`src/rtl/core/afv_pkg.sv`:
```
package afv_pkg;

  // Frame geometry defaults
  localparam int FRAME_BYTES_DEF = 32;
  localparam int CRC_SPAN_DEF    = 26;

  // Byte counter saturates at its all-ones value
  localparam int          CNT_W     = 6;
  localparam logic [CNT_W-1:0] COUNT_MAX = '1;

  localparam logic [15:0] CRC_INIT = 16'hFFFF;
  localparam logic [15:0] CRC_POLY = 16'h1021;

  localparam logic [7:0]  ACK_TYPE     = 8'h02;
  localparam logic [7:0]  GATEWAY_NODE = 8'h00;

  localparam logic [7:0]  EXP_VERSION_RST  = 8'h01;
  localparam logic [15:0] EXP_SEQUENCE_RST = 16'h0000;

  // Fixed capture positions in the frame header
  localparam logic [CNT_W-1:0] POS_VERSION = 6'd0;
  localparam logic [CNT_W-1:0] POS_TYPE    = 6'd1;
  localparam logic [CNT_W-1:0] POS_NODE    = 6'd2;
  localparam logic [CNT_W-1:0] POS_SEQ_LO  = 6'd4;
  localparam logic [CNT_W-1:0] POS_SEQ_HI  = 6'd5;

  localparam int CFG_IDX_W  = 1;
  localparam int CFG_DATA_W = 16;

  typedef enum logic [CFG_IDX_W-1:0] {
    CFG_EXP_VERSION  = 1'b0,
    CFG_EXP_SEQUENCE = 1'b1
  } cfg_idx_t;

  typedef enum logic [2:0] {
    ST_ACK_OK       = 3'd0,
    ST_BAD_LEN      = 3'd1,
    ST_VER_MISMATCH = 3'd2,
    ST_CRC_MISMATCH = 3'd3,
    ST_NOT_GW_ACK   = 3'd4,
    ST_STALE_SEQ    = 3'd5
  } status_t;

  // Per-frame capture state
  typedef struct packed {
    logic [CNT_W-1:0] count;
    logic [15:0]      crc;
    logic [7:0]       version;
    logic [7:0]       msg_type;
    logic [7:0]       node;
    logic [15:0]      seq;
    logic [15:0]      crc_rx;
  } frame_t;

  // CRC-16/CCITT-FALSE, one byte, MSB first
  function automatic logic [15:0] crc_byte(input logic [15:0] crc, input logic [7:0] b);
    logic [15:0] c;
    c = crc ^ {b, 8'h00};
    for (int i = 0; i < 8; i++) begin
      c = c[15] ? ({c[14:0], 1'b0} ^ CRC_POLY) : {c[14:0], 1'b0};
    end
    return c;
  endfunction

endpackage

```
`src/rtl/core/ack_frame_validator_core.sv`:
```
// Channel | Dir | Ports                                            | Handshake
// in      | in  | in_data_byte, in_last_byte, in_link_rssi         | in_valid / in_stall
// out     | out | out_status, out_ack_rssi                         | out_valid / out_stall
// cfg     | in  | cfg_index, cfg_wdata                             | cfg_we, no wait
//
// One byte per clock unless a last byte waits on a stalled result. An item is
// held in the input register, then the CRC byte update, capture and checks run
// combinationally into the result register, from which a last byte's status is
// offered on the result port.
// Reset is synchronous (rst_n low); no clearing pass, ready right after reset.
// A waiting result stalls only a following last byte; other bytes keep moving.
module ack_frame_validator_core
  import afv_pkg::*;
#(
  parameter int FRAME_BYTES = FRAME_BYTES_DEF,
  parameter int CRC_SPAN    = CRC_SPAN_DEF
) (
  input  logic                  clk,
  input  logic                  rst_n,

  input  logic                  in_valid,
  output logic                  in_stall,
  input  logic [7:0]            in_data_byte,
  input  logic                  in_last_byte,
  input  logic signed [7:0]     in_link_rssi,

  output logic                  out_valid,
  input  logic                  out_stall,
  output logic [2:0]            out_status,
  output logic signed [7:0]     out_ack_rssi,

  input  logic                  cfg_we,
  input  logic [CFG_IDX_W-1:0]  cfg_index,
  input  logic [CFG_DATA_W-1:0] cfg_wdata
);

  localparam logic [CNT_W-1:0] FRAME_LEN_C = CNT_W'(FRAME_BYTES);

  // Config registers
  logic [7:0]  exp_version_r;
  logic [15:0] exp_sequence_r;

  // Input register
  logic              s1_valid_r, s1_valid_nxt;
  logic [7:0]        s1_data_r;
  logic              s1_last_r;
  logic signed [7:0] s1_rssi_r;

  // Result register
  logic              out_valid_r, out_valid_nxt;
  status_t           status_r, status_nxt;
  logic signed [7:0] ack_rssi_r, ack_rssi_nxt;

  logic   in_acc;
  logic   out_free;
  logic   go;
  frame_t frm_cur;
  frame_t frm_upd;

  // Result slot is free if empty or being drained this edge
  assign out_free = !out_valid_r || !out_stall;
  // Non-last bytes never need the result slot
  assign go       = s1_valid_r && (!s1_last_r || out_free);
  assign in_stall = s1_valid_r && !go;
  assign in_acc   = in_valid && !in_stall;

  always_ff @(posedge clk) begin
    if (!rst_n) begin
      exp_version_r  <= EXP_VERSION_RST;
      exp_sequence_r <= EXP_SEQUENCE_RST;
    end else if (cfg_we) begin
      case (cfg_idx_t'(cfg_index))
        CFG_EXP_VERSION:  exp_version_r  <= cfg_wdata[7:0];
        CFG_EXP_SEQUENCE: exp_sequence_r <= cfg_wdata;
        default: ;
      endcase
    end
  end

  // Input stage
  always_comb begin
    s1_valid_nxt = s1_valid_r;
    if (in_acc)  s1_valid_nxt = 1'b1;
    else if (go) s1_valid_nxt = 1'b0;
  end

  always_ff @(posedge clk) begin
    if (!rst_n) begin
      s1_valid_r <= 1'b0;
    end else begin
      s1_valid_r <= s1_valid_nxt;
    end
  end

  always_ff @(posedge clk) begin
    if (in_acc) begin
      s1_data_r <= in_data_byte;
      s1_last_r <= in_last_byte;
      s1_rssi_r <= in_link_rssi;
    end
  end

  afv_frame_track #(
    .CRC_SPAN (CRC_SPAN)
  ) u_track (
    .clk   (clk),
    .rst_n (rst_n),
    .step  (go),
    .last  (s1_last_r),
    .data  (s1_data_r),
    .cur   (frm_cur),
    .upd   (frm_upd)
  );

  // Checks in priority order, on state that includes the last byte
  always_comb begin
    if (frm_upd.count != FRAME_LEN_C)
      status_nxt = ST_BAD_LEN;
    else if (frm_upd.version != exp_version_r)
      status_nxt = ST_VER_MISMATCH;
    else if (frm_upd.crc_rx != frm_upd.crc)
      status_nxt = ST_CRC_MISMATCH;
    else if (frm_upd.msg_type != ACK_TYPE || frm_upd.node != GATEWAY_NODE)
      status_nxt = ST_NOT_GW_ACK;
    else if (frm_upd.seq != exp_sequence_r)
      status_nxt = ST_STALE_SEQ;
    else
      status_nxt = ST_ACK_OK;
    ack_rssi_nxt = (status_nxt == ST_ACK_OK) ? s1_rssi_r : 8'sd0;
  end

  always_comb begin
    out_valid_nxt = out_valid_r;
    if (go && s1_last_r)           out_valid_nxt = 1'b1;
    else if (out_valid_r && !out_stall) out_valid_nxt = 1'b0;
  end

  always_ff @(posedge clk) begin
    if (!rst_n) begin
      out_valid_r <= 1'b0;
    end else begin
      out_valid_r <= out_valid_nxt;
    end
  end

  always_ff @(posedge clk) begin
    if (go && s1_last_r) begin
      status_r   <= status_nxt;
      ack_rssi_r <= ack_rssi_nxt;
    end
  end

  assign out_valid    = out_valid_r;
  assign out_status   = status_r;
  assign out_ack_rssi = ack_rssi_r;

  // RSSI is only reported for an accepted ack
  a_rssi_zero_on_reject: assert property (@(posedge clk) disable iff (!rst_n)
    out_valid_r && status_r != ST_ACK_OK |-> ack_rssi_r == 8'sd0)
    else $error("ack_rssi nonzero on rejected frame");

  // Frame state cleared after the last byte goes through
  a_frame_clear: assert property (@(posedge clk) disable iff (!rst_n)
    go && s1_last_r |=> frm_cur.count == '0 && frm_cur.crc == CRC_INIT)
    else $error("frame state not cleared after last byte");

  // Only a last byte facing a full, stalled result slot holds the input
  a_stall_cause: assert property (@(posedge clk) disable iff (!rst_n)
    in_stall |-> s1_valid_r && s1_last_r && out_valid_r && out_stall)
    else $error("input stalled without a blocked result");

  // A new result never overwrites one still waiting
  a_no_overwrite: assert property (@(posedge clk) disable iff (!rst_n)
    out_valid_r && out_stall |-> !(go && s1_last_r))
    else $error("result overwritten while stalled");

endmodule

```
`src/rtl/core/afv_frame_track.sv`:
```
module afv_frame_track
  import afv_pkg::*;
#(
  parameter int CRC_SPAN = CRC_SPAN_DEF
) (
  input  logic       clk,
  input  logic       rst_n,
  input  logic       step,
  input  logic       last,
  input  logic [7:0] data,
  output frame_t     cur,
  output frame_t     upd
);

  localparam logic [CNT_W-1:0] SPAN_C   = CNT_W'(CRC_SPAN);
  localparam logic [CNT_W-1:0] CRC_LO_C = CNT_W'(CRC_SPAN);
  localparam logic [CNT_W-1:0] CRC_HI_C = CNT_W'(CRC_SPAN + 1);

  localparam frame_t FRAME_CLR = '{
    count:    '0,
    crc:      CRC_INIT,
    version:  '0,
    msg_type: '0,
    node:     '0,
    seq:      '0,
    crc_rx:   '0
  };

  frame_t frame_r;
  frame_t frame_nxt;
  logic [CNT_W-1:0] pos;

  assign pos = frame_r.count;
  assign cur = frame_r;

  // State as it stands after this byte, before the frame-end clear
  always_comb begin
    upd = frame_r;
    if (pos < SPAN_C) upd.crc = crc_byte(frame_r.crc, data);
    if (pos == POS_VERSION) upd.version  = data;
    if (pos == POS_TYPE)    upd.msg_type = data;
    if (pos == POS_NODE)    upd.node     = data;
    if (pos == POS_SEQ_LO)  upd.seq[7:0]  = data;
    if (pos == POS_SEQ_HI)  upd.seq[15:8] = data;
    if (pos == CRC_LO_C)    upd.crc_rx[7:0]  = data;
    if (pos == CRC_HI_C)    upd.crc_rx[15:8] = data;
    if (frame_r.count != COUNT_MAX) upd.count = frame_r.count + 1'b1;
  end

  always_comb begin
    frame_nxt = frame_r;
    if (step) begin
      frame_nxt = last ? FRAME_CLR : upd;
    end
  end

  always_ff @(posedge clk) begin
    if (!rst_n) begin
      frame_r <= FRAME_CLR;
    end else begin
      frame_r <= frame_nxt;
    end
  end

endmodule
```
`config.mk`:
```
export PLATFORM = sky130hd
export DESIGN_NAME = ack_frame_validator_core
export DESIGN_NICKNAME = d
export VERILOG_FILES = /design/src/rtl/core/afv_pkg.sv /design/src/rtl/core/ack_frame_validator_core.sv /design/src/rtl/core/afv_frame_track.sv
export SDC_FILE = /design/constraint.sdc
export NUM_CORES = 1
export LEC_CHECK = 0
export ABC_AREA = 0
export ABC_CLOCK_PERIOD_IN_PS = 3600
export BUFFER_PORTS_ARGS = -buffer_cell sky130_fd_sc_hd__buf_2
export CORE_UTILIZATION = 55
export CTS_CLUSTER_DIAMETER = 60
export DETAILED_ROUTE_END_ITERATION = 8
export GPL_TIMING_DRIVEN = 0
export PLACE_DENSITY = 0.71
export SLEW_MARGIN = 20
export SYNTH_ARGS = -nofsm -noshare
export SYNTH_HDL_FRONTEND = slang
export SYNTH_HIERARCHICAL = 1
export SYNTH_SLANG_ARGS = --single-unit
```
`constraint.sdc`:
```
create_clock -name clk -period 3.6 [get_ports clk]
set_clock_uncertainty 0.1 [all_clocks]
set_input_delay 0.9 -clock clk [delete_from_list [all_inputs] [get_ports clk]]
set_output_delay 0.9 -clock clk [all_outputs]
set_load 0.1 [all_outputs]
```
==> results of run 1 <==
cells in the final DEF, fill, tap and decap left out, types with 5 or more instances in the layout:
| cell | netlist | layout |
|---|---|---|
| o21ai_0 | 73 | 73 |
| inv_1 | 14 | 14 |
| clkbuf_16 | 0 | 17 |
| mux2_2 | 48 | 48 |
| and2_1 | 5 | 5 |
| a21oi_1 | 11 | 11 |
| edfxtp_1 | 28 | 28 |
| buf_4 | 5 | 7 |
| xor2_1 | 49 | 48 |
| buf_2 | 19 | 68 |
| clkinv_2 | 0 | 5 |
| nor3_2 | 8 | 8 |
| dfxtp_1 | 104 | 104 |
| nor2_1 | 22 | 21 |
| a2bb2oi_1 | 13 | 13 |
| xnor2_1 | 17 | 15 |
| nor4_1 | 15 | 15 |
| clkbuf_1 | 30 | 28 |
| nor2b_1 | 7 | 6 |
| a31oi_1 | 5 | 5 |
| a21boi_0 | 77 | 77 |
| nand2_1 | 161 | 161 |
synthesized netlist by cell type, types with 3 or more instances:
master	instances
nor2_1	22
buf_6	3
a21boi_0	77
nand3_1	4
nor2b_1	7
inv_1	14
clkbuf_1	30
dfxtp_1	104
nor4_1	15
o21ai_0	73
a21oi_1	11
nor3_2	8
buf_4	5
buf_2	19
xor2_1	49
nand2_1	161
a2bb2oi_1	13
or3_1	3
a21boi_1	4
ha_1	4
edfxtp_1	28
mux2_2	48
and2_1	5
xnor2_1	17
a31oi_1	5
power by group through the flow:
| stage | clock, mW | sequential [mW] | combinational (mW) |
|---|---|---|---|
| after floorplan | 0 | 1.61 | 0.256 |
| after global placement | 0 | 1.60 | 0.370 |
| after detailed placement | 0 | 1.61 | 0.380 |
| after CTS | 1.78 | 1.57 | 0.385 |
| after global routing | 1.86 | 1.58 | 0.428 |
| final | 1.76 | 1.58 | 0.395 |
stage by stage:
stage                     hold WS [ps]  setup TNS, ps
final                              376              0
after global routing               397              0
after CTS                          377              0
after detailed placement           370          -33.1
after global placement             360              0
after floorplan                    346              0
sequential cells by signal, summed over array words and instances, names as in the netlist, 3 cells and up:
name	flops
s1_rssi_r	8
out_status	3
exp_version_r	8
s1_data_r	8
u_track/cur	72
exp_sequence_r	16
u_track/pos	6
out_ack_rssi	8
logic make-up (layout without fill, tap and decap cells):
kind of cell,after synthesis,count (layout),synth area share
buf+inv,71,152,0.0481
fa+ha+maj,4,4,0.00727
xor+xnor,67,67,0.0863
mux,48,48,0.0785
simple gates,248,248,0.170
flops,132,132,0.424
compound gates,196,196,0.186
metal layers:
metal	vias to the layer above	global-route usage
met4	0	0.113
met2	210	0.487
met3	33	0.0712
met1	2720	0.379
met5	-	0
li1	2759	-
final cells by class:
class	instances	area share
Multi-Input combinational cell	563	0.459
Sequential cell	132	0.365
Clock buffer	22	0.0593
Timing Repair Buffer	53	0.0338
Buffer	53	0.0333
Tap cell	168	0.0263
Clock inverter	10	0.0163
Inverter	14	0.00657
timing repair:
action	in CTS	in global routing
hold buffers	0	0
resized for setup	1	8
buffers inserted	0	2
endpoints found under the setup margin	1	9
hold endpoints to repair	0	0
pin swaps	0	1
worst max-delay path, stage by stage, from the launching register on:
cell	delay, ps
dfxtp_1	300
clkbuf_4	210
and4bb_4	300
and2_4	150
buf_6	120
buf_2	230
mux2_2	370
xor2_1	140
nor4_1	290
nand4_1	270
or4_4	480
buf_6	160
nor3_2	160
how the worst max path moves through the flow:
| stage | to | startpoint |
|---|---|---|
| 2_1_floorplan | out_ack_rssi[0]$_SDFFCE_PP0P_ | u_track/pos[0]$_SDFFE_PN0P_ |
| 3_3_place_gp | out_status[2]$_DFFE_PP_ | u_track/pos[0]$_SDFFE_PN0P_ |
| 3_5_place_dp | out_status[2]$_DFFE_PP_ | u_track/pos[0]$_SDFFE_PN0P_ |
| 4_1_cts | out_ack_rssi[5]$_SDFFCE_PP0P_ | s1_data_r[4]$_DFFE_PP_ |
| 5_1_grt | out_ack_rssi[5]$_SDFFCE_PP0P_ | u_track/pos[0]$_SDFFE_PN0P_ |
| 6_report | out_ack_rssi[5]$_SDFFCE_PP0P_ | u_track/pos[4]$_SDFFE_PN0P_ |
==> results.txt, run 1 <==
----------------------------------------------------
[Logic synthesis]
  Proportion of synthesized flip-flops having asynchronous set or reset ... 0
  Largest cells by area after synthesis ... dfxtp_1 (30%), edfxtp_1 (12%), nand2_1 (8.8%)
  Flip-flop cell with the highest count after synthesis ... dfxtp_1
  Net Count, Synth ... 809
  Synth area leader ... dfxtp_1
  Number of library cell types mapped by synthesis ... 53
  Cell count after synthesis ... ~770
  Synth warnings ... 6
  Count of flip-flops with a built-in enable after synthesis ... 28
  Share of the synthesized area in the top cell type ... 0.302
  Synthesized area per cell ... between 8 and 9 µm²
  Seq cells post-synth ... 132
  Post-Synthesis Cell Area ... 6890 µm²
  Fraction of the yosys area taken by sequential cells ... 0.424

[Cells and area]
  FF+latch area ... 2920 µm²
  Fillers ... around 1000
  Non-Filler Instances ... 1015
  Combined area of the multi-input logic cells ... around 3700 µm²
  Final-stage net count ... 877
  Relative area change from synthesis to final layout ... 16.2%
  N_diodes ... 0
  Proportion of layout cells with a drive suffix above 1 ... 0.214
  Final Util ... 0.661
  Design area ... 8000 µm²

[Route]
  Wire length on met2 ... 8.56 mm
  Remaining DRCs ... 0
  Pre-antenna DRT Iters ... 6
  Number of DRC violations after detailed-routing iteration 0 ... 507
  Wl on met1 ... slightly below 8 mm
  Highest signal layer in the routed design ... met4
  Vias post-DR ... 5722
  WL per Instance ... 17.9 µm
  Vias per cell ... 5.64
  Post-detailed-routing wire length ... 18.1 mm
  DR WL met3 ... between 1 and 1.5 mm
  Post-route antenna net violation count ... 0

[CTS]
  H-tree depth ... 4
  Number of buffers added by the clock tree synthesis step ... 17
  Sink Count ... about 130
  Clock root buffer master ... clkbuf_16
  Later-pin clock latency in the skew report ... 420 ps
  Max clock buf depth ... 2
  Clock tree from TritonCTS ... yes
  Clock-pin slew reported for the worst setup and hold paths after clock tree synthesis ... 60 ps

[Place]
  Worst setup timing slack at the placement stage ... -33.1 ps
  Number of I/O port buffers ... 51
  Placed Instances ... slightly below 1000
  HPWL after DPL ... 12.3 mm
  Placer congestion estimate ... 0.915
  Instance area at placement ... between 7000 and 8000 µm²

[Power and ir drop]
  Maximum ir drop on the vdd rail ... 368 µV
  Tot Pwr ... 3.74 mW
  Switching power of the nets ... 898 µW
  Leak ... about 3.2 nW
  Switching share of total power ... 0.241
  P_int ... 2.84 mW
  Portion of total power attributed to sequential cells ... 0.422
  Clock power frac ... 0.472
  PD cells ... 467 nW/µm²
  Power share of the combinational group ... 0.106

[Floorplanning]
  Die area ... between 10000 and 15000 µm²
  Initial core utilization ... 0.569
  Site Rows ... 40
  Total core area ... 12100 µm²
  Total I/O pin count ... 52
  Die Y-Extent ... ~110 µm
  Die W ... 114 µm

[Worst setup path]
  Number of cells traversed by the worst register-to-register path ... 12
  Crit Path Max Fanout ... 10
  Worst R2R Start ... u_track/pos[4]$_SDFFE_PN0P_
  Worst reg2reg setup slack ... 150 ps
  Capture instance of the worst register-to-register path ... out_ack_rssi[5]$_SDFFCE_PP0P_
  Category of the critical setup timing path ... reg -> reg
  Startpoint type of the worst setup path ... register
  Arrival time of the worst setup path ... ~3600 ps
  Crit end category ... register
  Required arrival time at the worst endpoint ... 3770 ps

[Job]
  Total of max-cap violations ... 0

[STA]
  Setup repair after global routing missed its margin ... false
  Actual slew at the worst max-slew pin ... 983 ps
  Number of max-slew violations in the final report ... 0
  Final setup fails ... 0
  Tightest slew margin relative to the limit ... 0.344
  Smallest setup slack after layout ... 153 ps
  Fin crit period ... 3450 ps
  Achievable clock frequency ... slightly below 300 MHz
  Total count of hold-check failures in the final report ... 0
  Final critical-path share of the clock period ... 0.957

[Min path]
  Hold path start ... exp_sequence_r[0]$_SDFFE_PN0P_
  Worst hold path class ... reg -> reg
  Sink of the worst hold path ... exp_sequence_r[0]$_SDFFE_PN0P_
  Worst hold stages ... 2

[Global route]
  Vias in the first global route ... 5673
  Antenna violations before repair ... 0
  Aggregate global-route resource usage ... 0.297
  Wire length of the first global-routing pass ... 28.9 mm
  Maximum number of pins on one net before global-route repair ... 18
  Overall overflow remaining after global route ... 0

[Outcome]
  Status ... complete, no violations

----------------------------------------------------
Note: power is estimated with default switching activity, not from simulation.
==> run 2: changes to the inputs <==
--- a/config.mk
+++ b/config.mk
@@ -9,6 +9,7 @@
 export ABC_CLOCK_PERIOD_IN_PS = 3600
 export BUFFER_PORTS_ARGS = -buffer_cell sky130_fd_sc_hd__buf_2
 export CORE_UTILIZATION = 55
+export CTS_BUF_LIST = sky130_fd_sc_hd__clkbuf_16
 export CTS_CLUSTER_DIAMETER = 60
 export DETAILED_ROUTE_END_ITERATION = 8
 export GPL_TIMING_DRIVEN = 0
==> results.txt, run 2 (synthesis gave the netlist of run 1 again) <==
----------------------------------------------------
[Outcome]
  Status ... complete, no violations (unchanged)

[STA]
  Total count of hold-check failures in the final report ... 0 (unchanged)
  Achievable clock frequency ... 290 MHz (about the same)
  Final setup fails ... 0 (unchanged)
  Number of max-slew violations in the final report ... 0 (unchanged)
  Fin crit period ... 3440 ps (was 3450 ps)
  Final critical-path share of the clock period ... 0.956 (was 0.957)
  Tightest slew margin relative to the limit ... 0.332 (was 0.344)
  Setup repair after global routing missed its margin ... false (unchanged)
  Hold Worst Slack ... 376 ps (about the same)
  Final TNS setup ... 0 ps (unchanged)
  Actual slew at the worst max-slew pin ... 1000 ps (was 983 ps)

[Place]
  Instance area at placement ... 7360 µm² (unchanged)
  HPWL after DPL ... 12.3 mm (unchanged)
  Placer congestion estimate ... 0.915 (unchanged)
  Number of I/O port buffers ... 51 (unchanged)
  Placed Instances ... 985 (unchanged)

[CTS]
  Sink Count ... 132 (unchanged)
  Clock tree from TritonCTS ... yes (unchanged)
  Number of buffers added by the clock tree synthesis step ... 17 (unchanged)
  H-tree depth ... 4 (unchanged)
  Clock root buffer master ... clkbuf_16 (unchanged)
  Later-pin clock latency in the skew report ... 420 ps (about the same)
  Clock-pin slew reported for the worst setup and hold paths after clock tree synthesis ... 60 ps (about the same)
  Max clock buf depth ... 2 (unchanged)
  CTS hold repair buffers ... 0 (unchanged)

[Route]
  Post-route antenna net violation count ... 0 (unchanged)
  Number of DRC violations after detailed-routing iteration 0 ... 495 (was 507)
  WL per Instance ... 17.8 µm (was 17.9 µm)
  Pre-antenna DRT Iters ... 5 (was 6)
  Post-detailed-routing wire length ... 18.1 mm (about the same)
  Vias post-DR ... 5731 (was 5722)
  Vias per cell ... 5.65 (was 5.64)
  Remaining DRCs ... 0 (unchanged)

[Worst setup path]
  Number of cells traversed by the worst register-to-register path ... 12 (unchanged)
  Category of the critical setup timing path ... reg -> reg (unchanged)
  Crit end category ... register (unchanged)
  Slowest Stage Delay on Critical Path ... 480 ps (about the same)
  Largest delay contributor family on the critical path ... simple AND/OR/NAND/NOR gates (unchanged)
  Capture instance of the worst register-to-register path ... out_ack_rssi[5]$_SDFFCE_PP0P_ (unchanged)
  Required arrival time at the worst endpoint ... 3770 ps (about the same)
  Sum of buffers and inverters on the critical path ... 4 (unchanged)
  Worst R2R Start ... u_track/pos[4]$_SDFFE_PN0P_ (unchanged)
  Crit-path most repeated cell ... buf_6 (unchanged)
  Startpoint type of the worst setup path ... register (unchanged)
  Worst-path cell chain ... clkbuf_4 > and4bb_4 > and2_4 > buf_6 > buf_2 > mux2_2 > xor2_1 > nor4_1 > nand4_1 > or4_4 > buf_6 > nor3_2 (unchanged)
  Worst reg2reg setup slack ... 160 ps (was 150 ps)
  Arrival time of the worst setup path ... 3610 ps (about the same)
  Worst path slowest cell ... or4_4 (unchanged)
  Crit Path Max Fanout ... 10 (unchanged)

[Power and ir drop]
  Switching power of the nets ... 901 µW (was 898 µW)
  Switching share of total power ... 0.246 (was 0.241)
  Clock power frac ... 0.463 (was 0.472)
  P_int ... 2.77 mW (was 2.84 mW)
  Leak ... 3.19 nW (about the same)
  Maximum ir drop on the vdd rail ... 369 µV (was 368 µV)
  Power share of the combinational group ... 0.108 (was 0.106)
  Portion of total power attributed to sequential cells ... 0.430 (was 0.422)
  PD cells ... 460 nW/µm² (was 467 nW/µm²)

[Cells and area]
  Relative area change from synthesis to final layout ... 15.7% (was 16.2%)
  Final-stage net count ... 877 (unchanged)
  Final Util ... 0.658 (was 0.661)
  Highest-count cells in the layout ignoring fill and taps ... nand2_1 (161), dfxtp_1 (104), a21boi_0 (77), o21ai_0 (73), buf_2 (68) (unchanged)
  Proportion of layout cells with a drive suffix above 1 ... 0.211 (was 0.214)
  FF+latch area ... 2920 µm² (unchanged)
  Combined area of the multi-input logic cells ... 3670 µm² (unchanged)
  Non-Filler Instances ... 1015 (unchanged)
  Max reg flops ... 72 (unchanged)
  N_diodes ... 0 (unchanged)
  Most common cell after layout, fill and taps aside ... nand2_1 (unchanged)
  Fillers ... 997 (was 996)
  Design area ... 7970 µm² (was 8000 µm²)

[Floorplanning]
  Initial core utilization ... 0.569 (unchanged)
  Site Rows ... 40 (unchanged)
  Die W ... 114 µm (unchanged)
  Die area ... 13000 µm² (unchanged)
  Total I/O pin count ... 52 (unchanged)
  Die Y-Extent ... 114 µm (unchanged)
  Total core area ... 12100 µm² (unchanged)

[Global route]
  Wire length of the first global-routing pass ... 28.9 mm (about the same)
  Maximum number of pins on one net before global-route repair ... 18 (unchanged)
  Antenna violations before repair ... 0 (unchanged)
  Aggregate global-route resource usage ... 0.296 (was 0.297)
  Vias in the first global route ... 5661 (was 5673)
  Overall overflow remaining after global route ... 0 (unchanged)

[Min path]
  Hold path start ... exp_sequence_r[0]$_SDFFE_PN0P_ (unchanged)
  Sink of the worst hold path ... exp_sequence_r[0]$_SDFFE_PN0P_ (unchanged)
  Worst hold path class ... reg -> reg (unchanged)
  Worst hold stages ... 2 (unchanged)

[Job]
  Total of max-cap violations ... 0 (unchanged)

----------------------------------------------------
==> run 2: through the flow <==
step,power [mW],setup slack (ps)
3_3_place_gp,1.97,14.4
2_1_floorplan,1.87,508
6_report,3.67,157
3_5_place_dp,1.99,-33.1
5_1_grt,3.80,4.54
4_1_cts,3.67,12.8
==> run 2: final cells by class <==
class                      instances  area share
multi-input combinational        563       0.461
sequential                       132       0.367
clock buffer                      17      0.0534
timing repair buffer              53      0.0339
buffer                            53      0.0334
tap                              168      0.0264
clock inverter                    15      0.0187
inverter                          14     0.00659
==> run 2: how the worst max path moves through the flow <==
stage                                            from                            end  slack, ps  cells past startpoint
final                     u_track/pos[4]$_SDFFE_PN0P_  out_ack_rssi[5]$_SDFFCE_PP0P_        160                     12
after global placement    u_track/pos[0]$_SDFFE_PN0P_        out_status[2]$_DFFE_PP_         10                     13
after CTS                      s1_data_r[3]$_DFFE_PP_  out_ack_rssi[5]$_SDFFCE_PP0P_         10                     11
after detailed placement  u_track/pos[0]$_SDFFE_PN0P_        out_status[2]$_DFFE_PP_        -30                     13
after global routing      u_track/pos[0]$_SDFFE_PN0P_  out_ack_rssi[5]$_SDFFCE_PP0P_          5                     12
after floorplan           u_track/pos[0]$_SDFFE_PN0P_  out_ack_rssi[0]$_SDFFCE_PP0P_        510                     13
==> run 2: repair_timing <==
item                                    CTS  global route
endpoints found under the setup margin    1             9
pin swaps                                 0             1
setup buffers                             0             2
gates resized for setup                   1             8
==> run 2: routing by layer <==
metal  global-route usage  part of all wire
met5                    0                 0
met4                0.113             0.026
met3               0.0712             0.073
met2                0.486              0.47
met1                0.379              0.43
==> run 2: worst min-delay path: cells and delay by family, from the launching register on <==
| family | cells | cell delay, ps |
|---|---|---|
| flops | 1 | 320 |
| compound gates | 1 | 60 |
| simple gates | 1 | 50 |
==> run 2: power groups by stage <==
stage / clock network, mW / registers (mW) / logic, mW
final: 1.70 / 1.58 / 0.395
after global routing: 1.79 / 1.58 / 0.428
after CTS: 1.71 / 1.57 / 0.385
after detailed placement: 0 / 1.61 / 0.380
after global placement: 0 / 1.60 / 0.370
after floorplan: 0 / 1.61 / 0.256
==> run 3: changes to the inputs <==
--- a/config.mk
+++ b/config.mk
@@ -13,6 +13,7 @@
 export CTS_CLUSTER_DIAMETER = 60
 export DETAILED_ROUTE_END_ITERATION = 8
 export GPL_TIMING_DRIVEN = 0
+export MAX_ROUTING_LAYER = met4
 export PLACE_DENSITY = 0.71
 export SLEW_MARGIN = 20
 export SYNTH_ARGS = -nofsm -noshare
==> results.txt, run 3 (synthesis gave the netlist of run 1 again) <==
----------------------------------------------------
[STA]
  Final critical-path share of the clock period ... 0.953 (was 0.956)
  Final setup fails ... 0 (unchanged)
  Fin crit period ... 3430 ps (was 3440 ps)
  Tightest slew margin relative to the limit ... 0.303 (was 0.332)
  Number of max-slew violations in the final report ... 0 (unchanged)
  Achievable clock frequency ... 291 MHz (was 290 MHz)
  Actual slew at the worst max-slew pin ... 1050 ps (was 1000 ps)
  Total count of hold-check failures in the final report ... 0 (unchanged)

[Worst setup path]
  Arrival time of the worst setup path ... 3600 ps (was 3610 ps)
  Crit end category ... register (unchanged)
  Crit Path Max Fanout ... 10 (unchanged)
  Startpoint type of the worst setup path ... register (unchanged)
  Required arrival time at the worst endpoint ... 3770 ps (about the same)
  Category of the critical setup timing path ... reg -> reg (unchanged)

[Route]
  WL per Instance ... 17.5 µm (was 17.8 µm)
  Post-route antenna net violation count ... 0 (unchanged)
  Post-detailed-routing wire length ... 17.8 mm (was 18.1 mm)
  Vias post-DR ... 5702 (was 5731)
  Remaining DRCs ... 0 (unchanged)
  Pre-antenna DRT Iters ... 5 (unchanged)
  Vias per cell ... 5.61 (was 5.65)
  Number of DRC violations after detailed-routing iteration 0 ... 500 (was 495)

[Outcome]
  Status ... complete, no violations (unchanged)

[Cells and area]
  Fillers ... 1028 (was 997)
  FF+latch area ... 2920 µm² (unchanged)
  Highest-count cells in the layout ignoring fill and taps ... nand2_1 (161), dfxtp_1 (104), a21boi_0 (77), o21ai_0 (72), buf_2 (68) (was nand2_1 (161), dfxtp_1 (104), a21boi_0 (77), o21ai_0 (73), buf_2 (68))
  Most common cell after layout, fill and taps aside ... nand2_1 (unchanged)
  Final-stage net count ... 879 (was 877)
  Combined area of the multi-input logic cells ... 3700 µm² (was 3670 µm²)
  Design area ... 7950 µm² (was 7970 µm²)
  Final Util ... 0.657 (was 0.658)
  Max reg flops ... 72 (unchanged)
  N_diodes ... 0 (unchanged)
  Proportion of layout cells with a drive suffix above 1 ... 0.206 (was 0.211)
  Relative area change from synthesis to final layout ... 15.5% (was 15.7%)

[CTS]
  Sink Count ... 132 (unchanged)
  Later-pin clock latency in the skew report ... 430 ps (was 420 ps)
  CTS hold repair buffers ... 0 (unchanged)
  Clock root buffer master ... clkbuf_16 (unchanged)
  Number of buffers added by the clock tree synthesis step ... 17 (unchanged)
  Clock tree from TritonCTS ... yes (unchanged)
  H-tree depth ... 4 (unchanged)
  Clock-pin slew reported for the worst setup and hold paths after clock tree synthesis ... 50 ps (was 60 ps)
  Max clock buf depth ... 2 (unchanged)

[Power and ir drop]
  Maximum ir drop on the vdd rail ... 306 µV (was 369 µV)
  PD cells ... 440 nW/µm² (was 460 nW/µm²)
  Leak ... 3.19 nW (about the same)
  Tot Pwr ... 3.50 mW (was 3.67 mW)

[Floorplanning]
  Initial core utilization ... 0.569 (unchanged)
  Die Y-Extent ... 114 µm (unchanged)
  Total I/O pin count ... 52 (unchanged)
  Total core area ... 12100 µm² (unchanged)
  Site Rows ... 40 (unchanged)
  Die area ... 13000 µm² (unchanged)
  Die W ... 114 µm (unchanged)

[Min path]
  Worst hold path class ... reg -> reg (unchanged)

[Global route]
  Vias in the first global route ... 5487 (was 5661)
  Overall overflow remaining after global route ... 0 (unchanged)
  Antenna violations before repair ... 0 (unchanged)
  Aggregate global-route resource usage ... 0.301 (was 0.296)
  Wire length of the first global-routing pass ... 28.4 mm (was 28.9 mm)
  Maximum number of pins on one net before global-route repair ... 18 (unchanged)

[Place]
  Instance area at placement ... 7360 µm² (unchanged)
  Placer congestion estimate ... 0.932 (was 0.915)
  Number of I/O port buffers ... 51 (unchanged)
  HPWL after DPL ... 12.3 mm (about the same)

[Job]
  Total of max-cap violations ... 0 (unchanged)

----------------------------------------------------
==> run 3: cell types whose count changed in the layout (fill, tap and decap cells not counted), sizes merged <==
cell / previous run / this run
inv: 17 / 21
clkinv: 7 / 6
bufinv: 3 / 1
clkinvlp: 2 / 1
buf: 78 / 80
==> run 3: final cells by class <==
class,count,area share
multi-input cells,563,0.466
flip-flops and latches,132,0.367
well taps,168,0.0264
plain buffers,53,0.0335
clock inverters,15,0.0110
repair buffers,55,0.0359
inverters,14,0.00661
clock buffers,17,0.0535
==> run 3: critical path: stages, from the launching register on <==
cell and delay, ps:
dfxtp_1 310, clkbuf_4 210, and4bb_4 300, and2_4 150, buf_6 120, buf_2 220, mux2_2 370, xor2_1 150
nor4_1 300, nand4_1 260, or4_4 470, buf_6 160, nor3_2 160
==> run 3: final timing paths <==
check,start,to,slack [ps],depth (start not counted)
max,u_track/pos[4]$_SDFFE_PN0P_,out_ack_rssi[7]$_SDFFCE_PP0P_,170,12
min,exp_sequence_r[10]$_SDFFE_PN0P_,exp_sequence_r[10]$_SDFFE_PN0P_,370,2
max reg2reg,u_track/pos[4]$_SDFFE_PN0P_,out_ack_rssi[7]$_SDFFCE_PP0P_,170,12
min reg2reg,exp_sequence_r[10]$_SDFFE_PN0P_,exp_sequence_r[10]$_SDFFE_PN0P_,370,2
==> run 3: metal layers <==
layer,track usage,routed length (µm)
met1,0.390,7960
met2,0.459,8420
met3,0.0616,1060
met4,0.125,409
met5,-,0
==> run 3: stage by stage <==
step | std cells | hold WS (ps) | setup WS (ps) | setup TNS, ps
final | 1017 | 374 | 168 | 0
after global routing | 1017 | 402 | -9.75 | -9.75
after CTS | 1016 | 374 | 22.7 | 0
after detailed placement | 985 | 367 | -37.9 | -37.9
after global placement | 985 | 360 | 15.5 | 0
after floorplan | 766 | 346 | 508 | 0
==> run 3: timing repair <==
action	in CTS	in global routing
setup buffers	0	4
pin swaps	0	2
endpoints found under the setup margin	3	9
gates resized for setup	2	11
==> run 3: power by group <==
part	total, mW	switching [mW]	internal, mW
logic	0.402	0.246	0.155
registers	1.58	0.0259	1.55
clock network	1.52	0.605	0.914
total	3.50	0.877	2.62
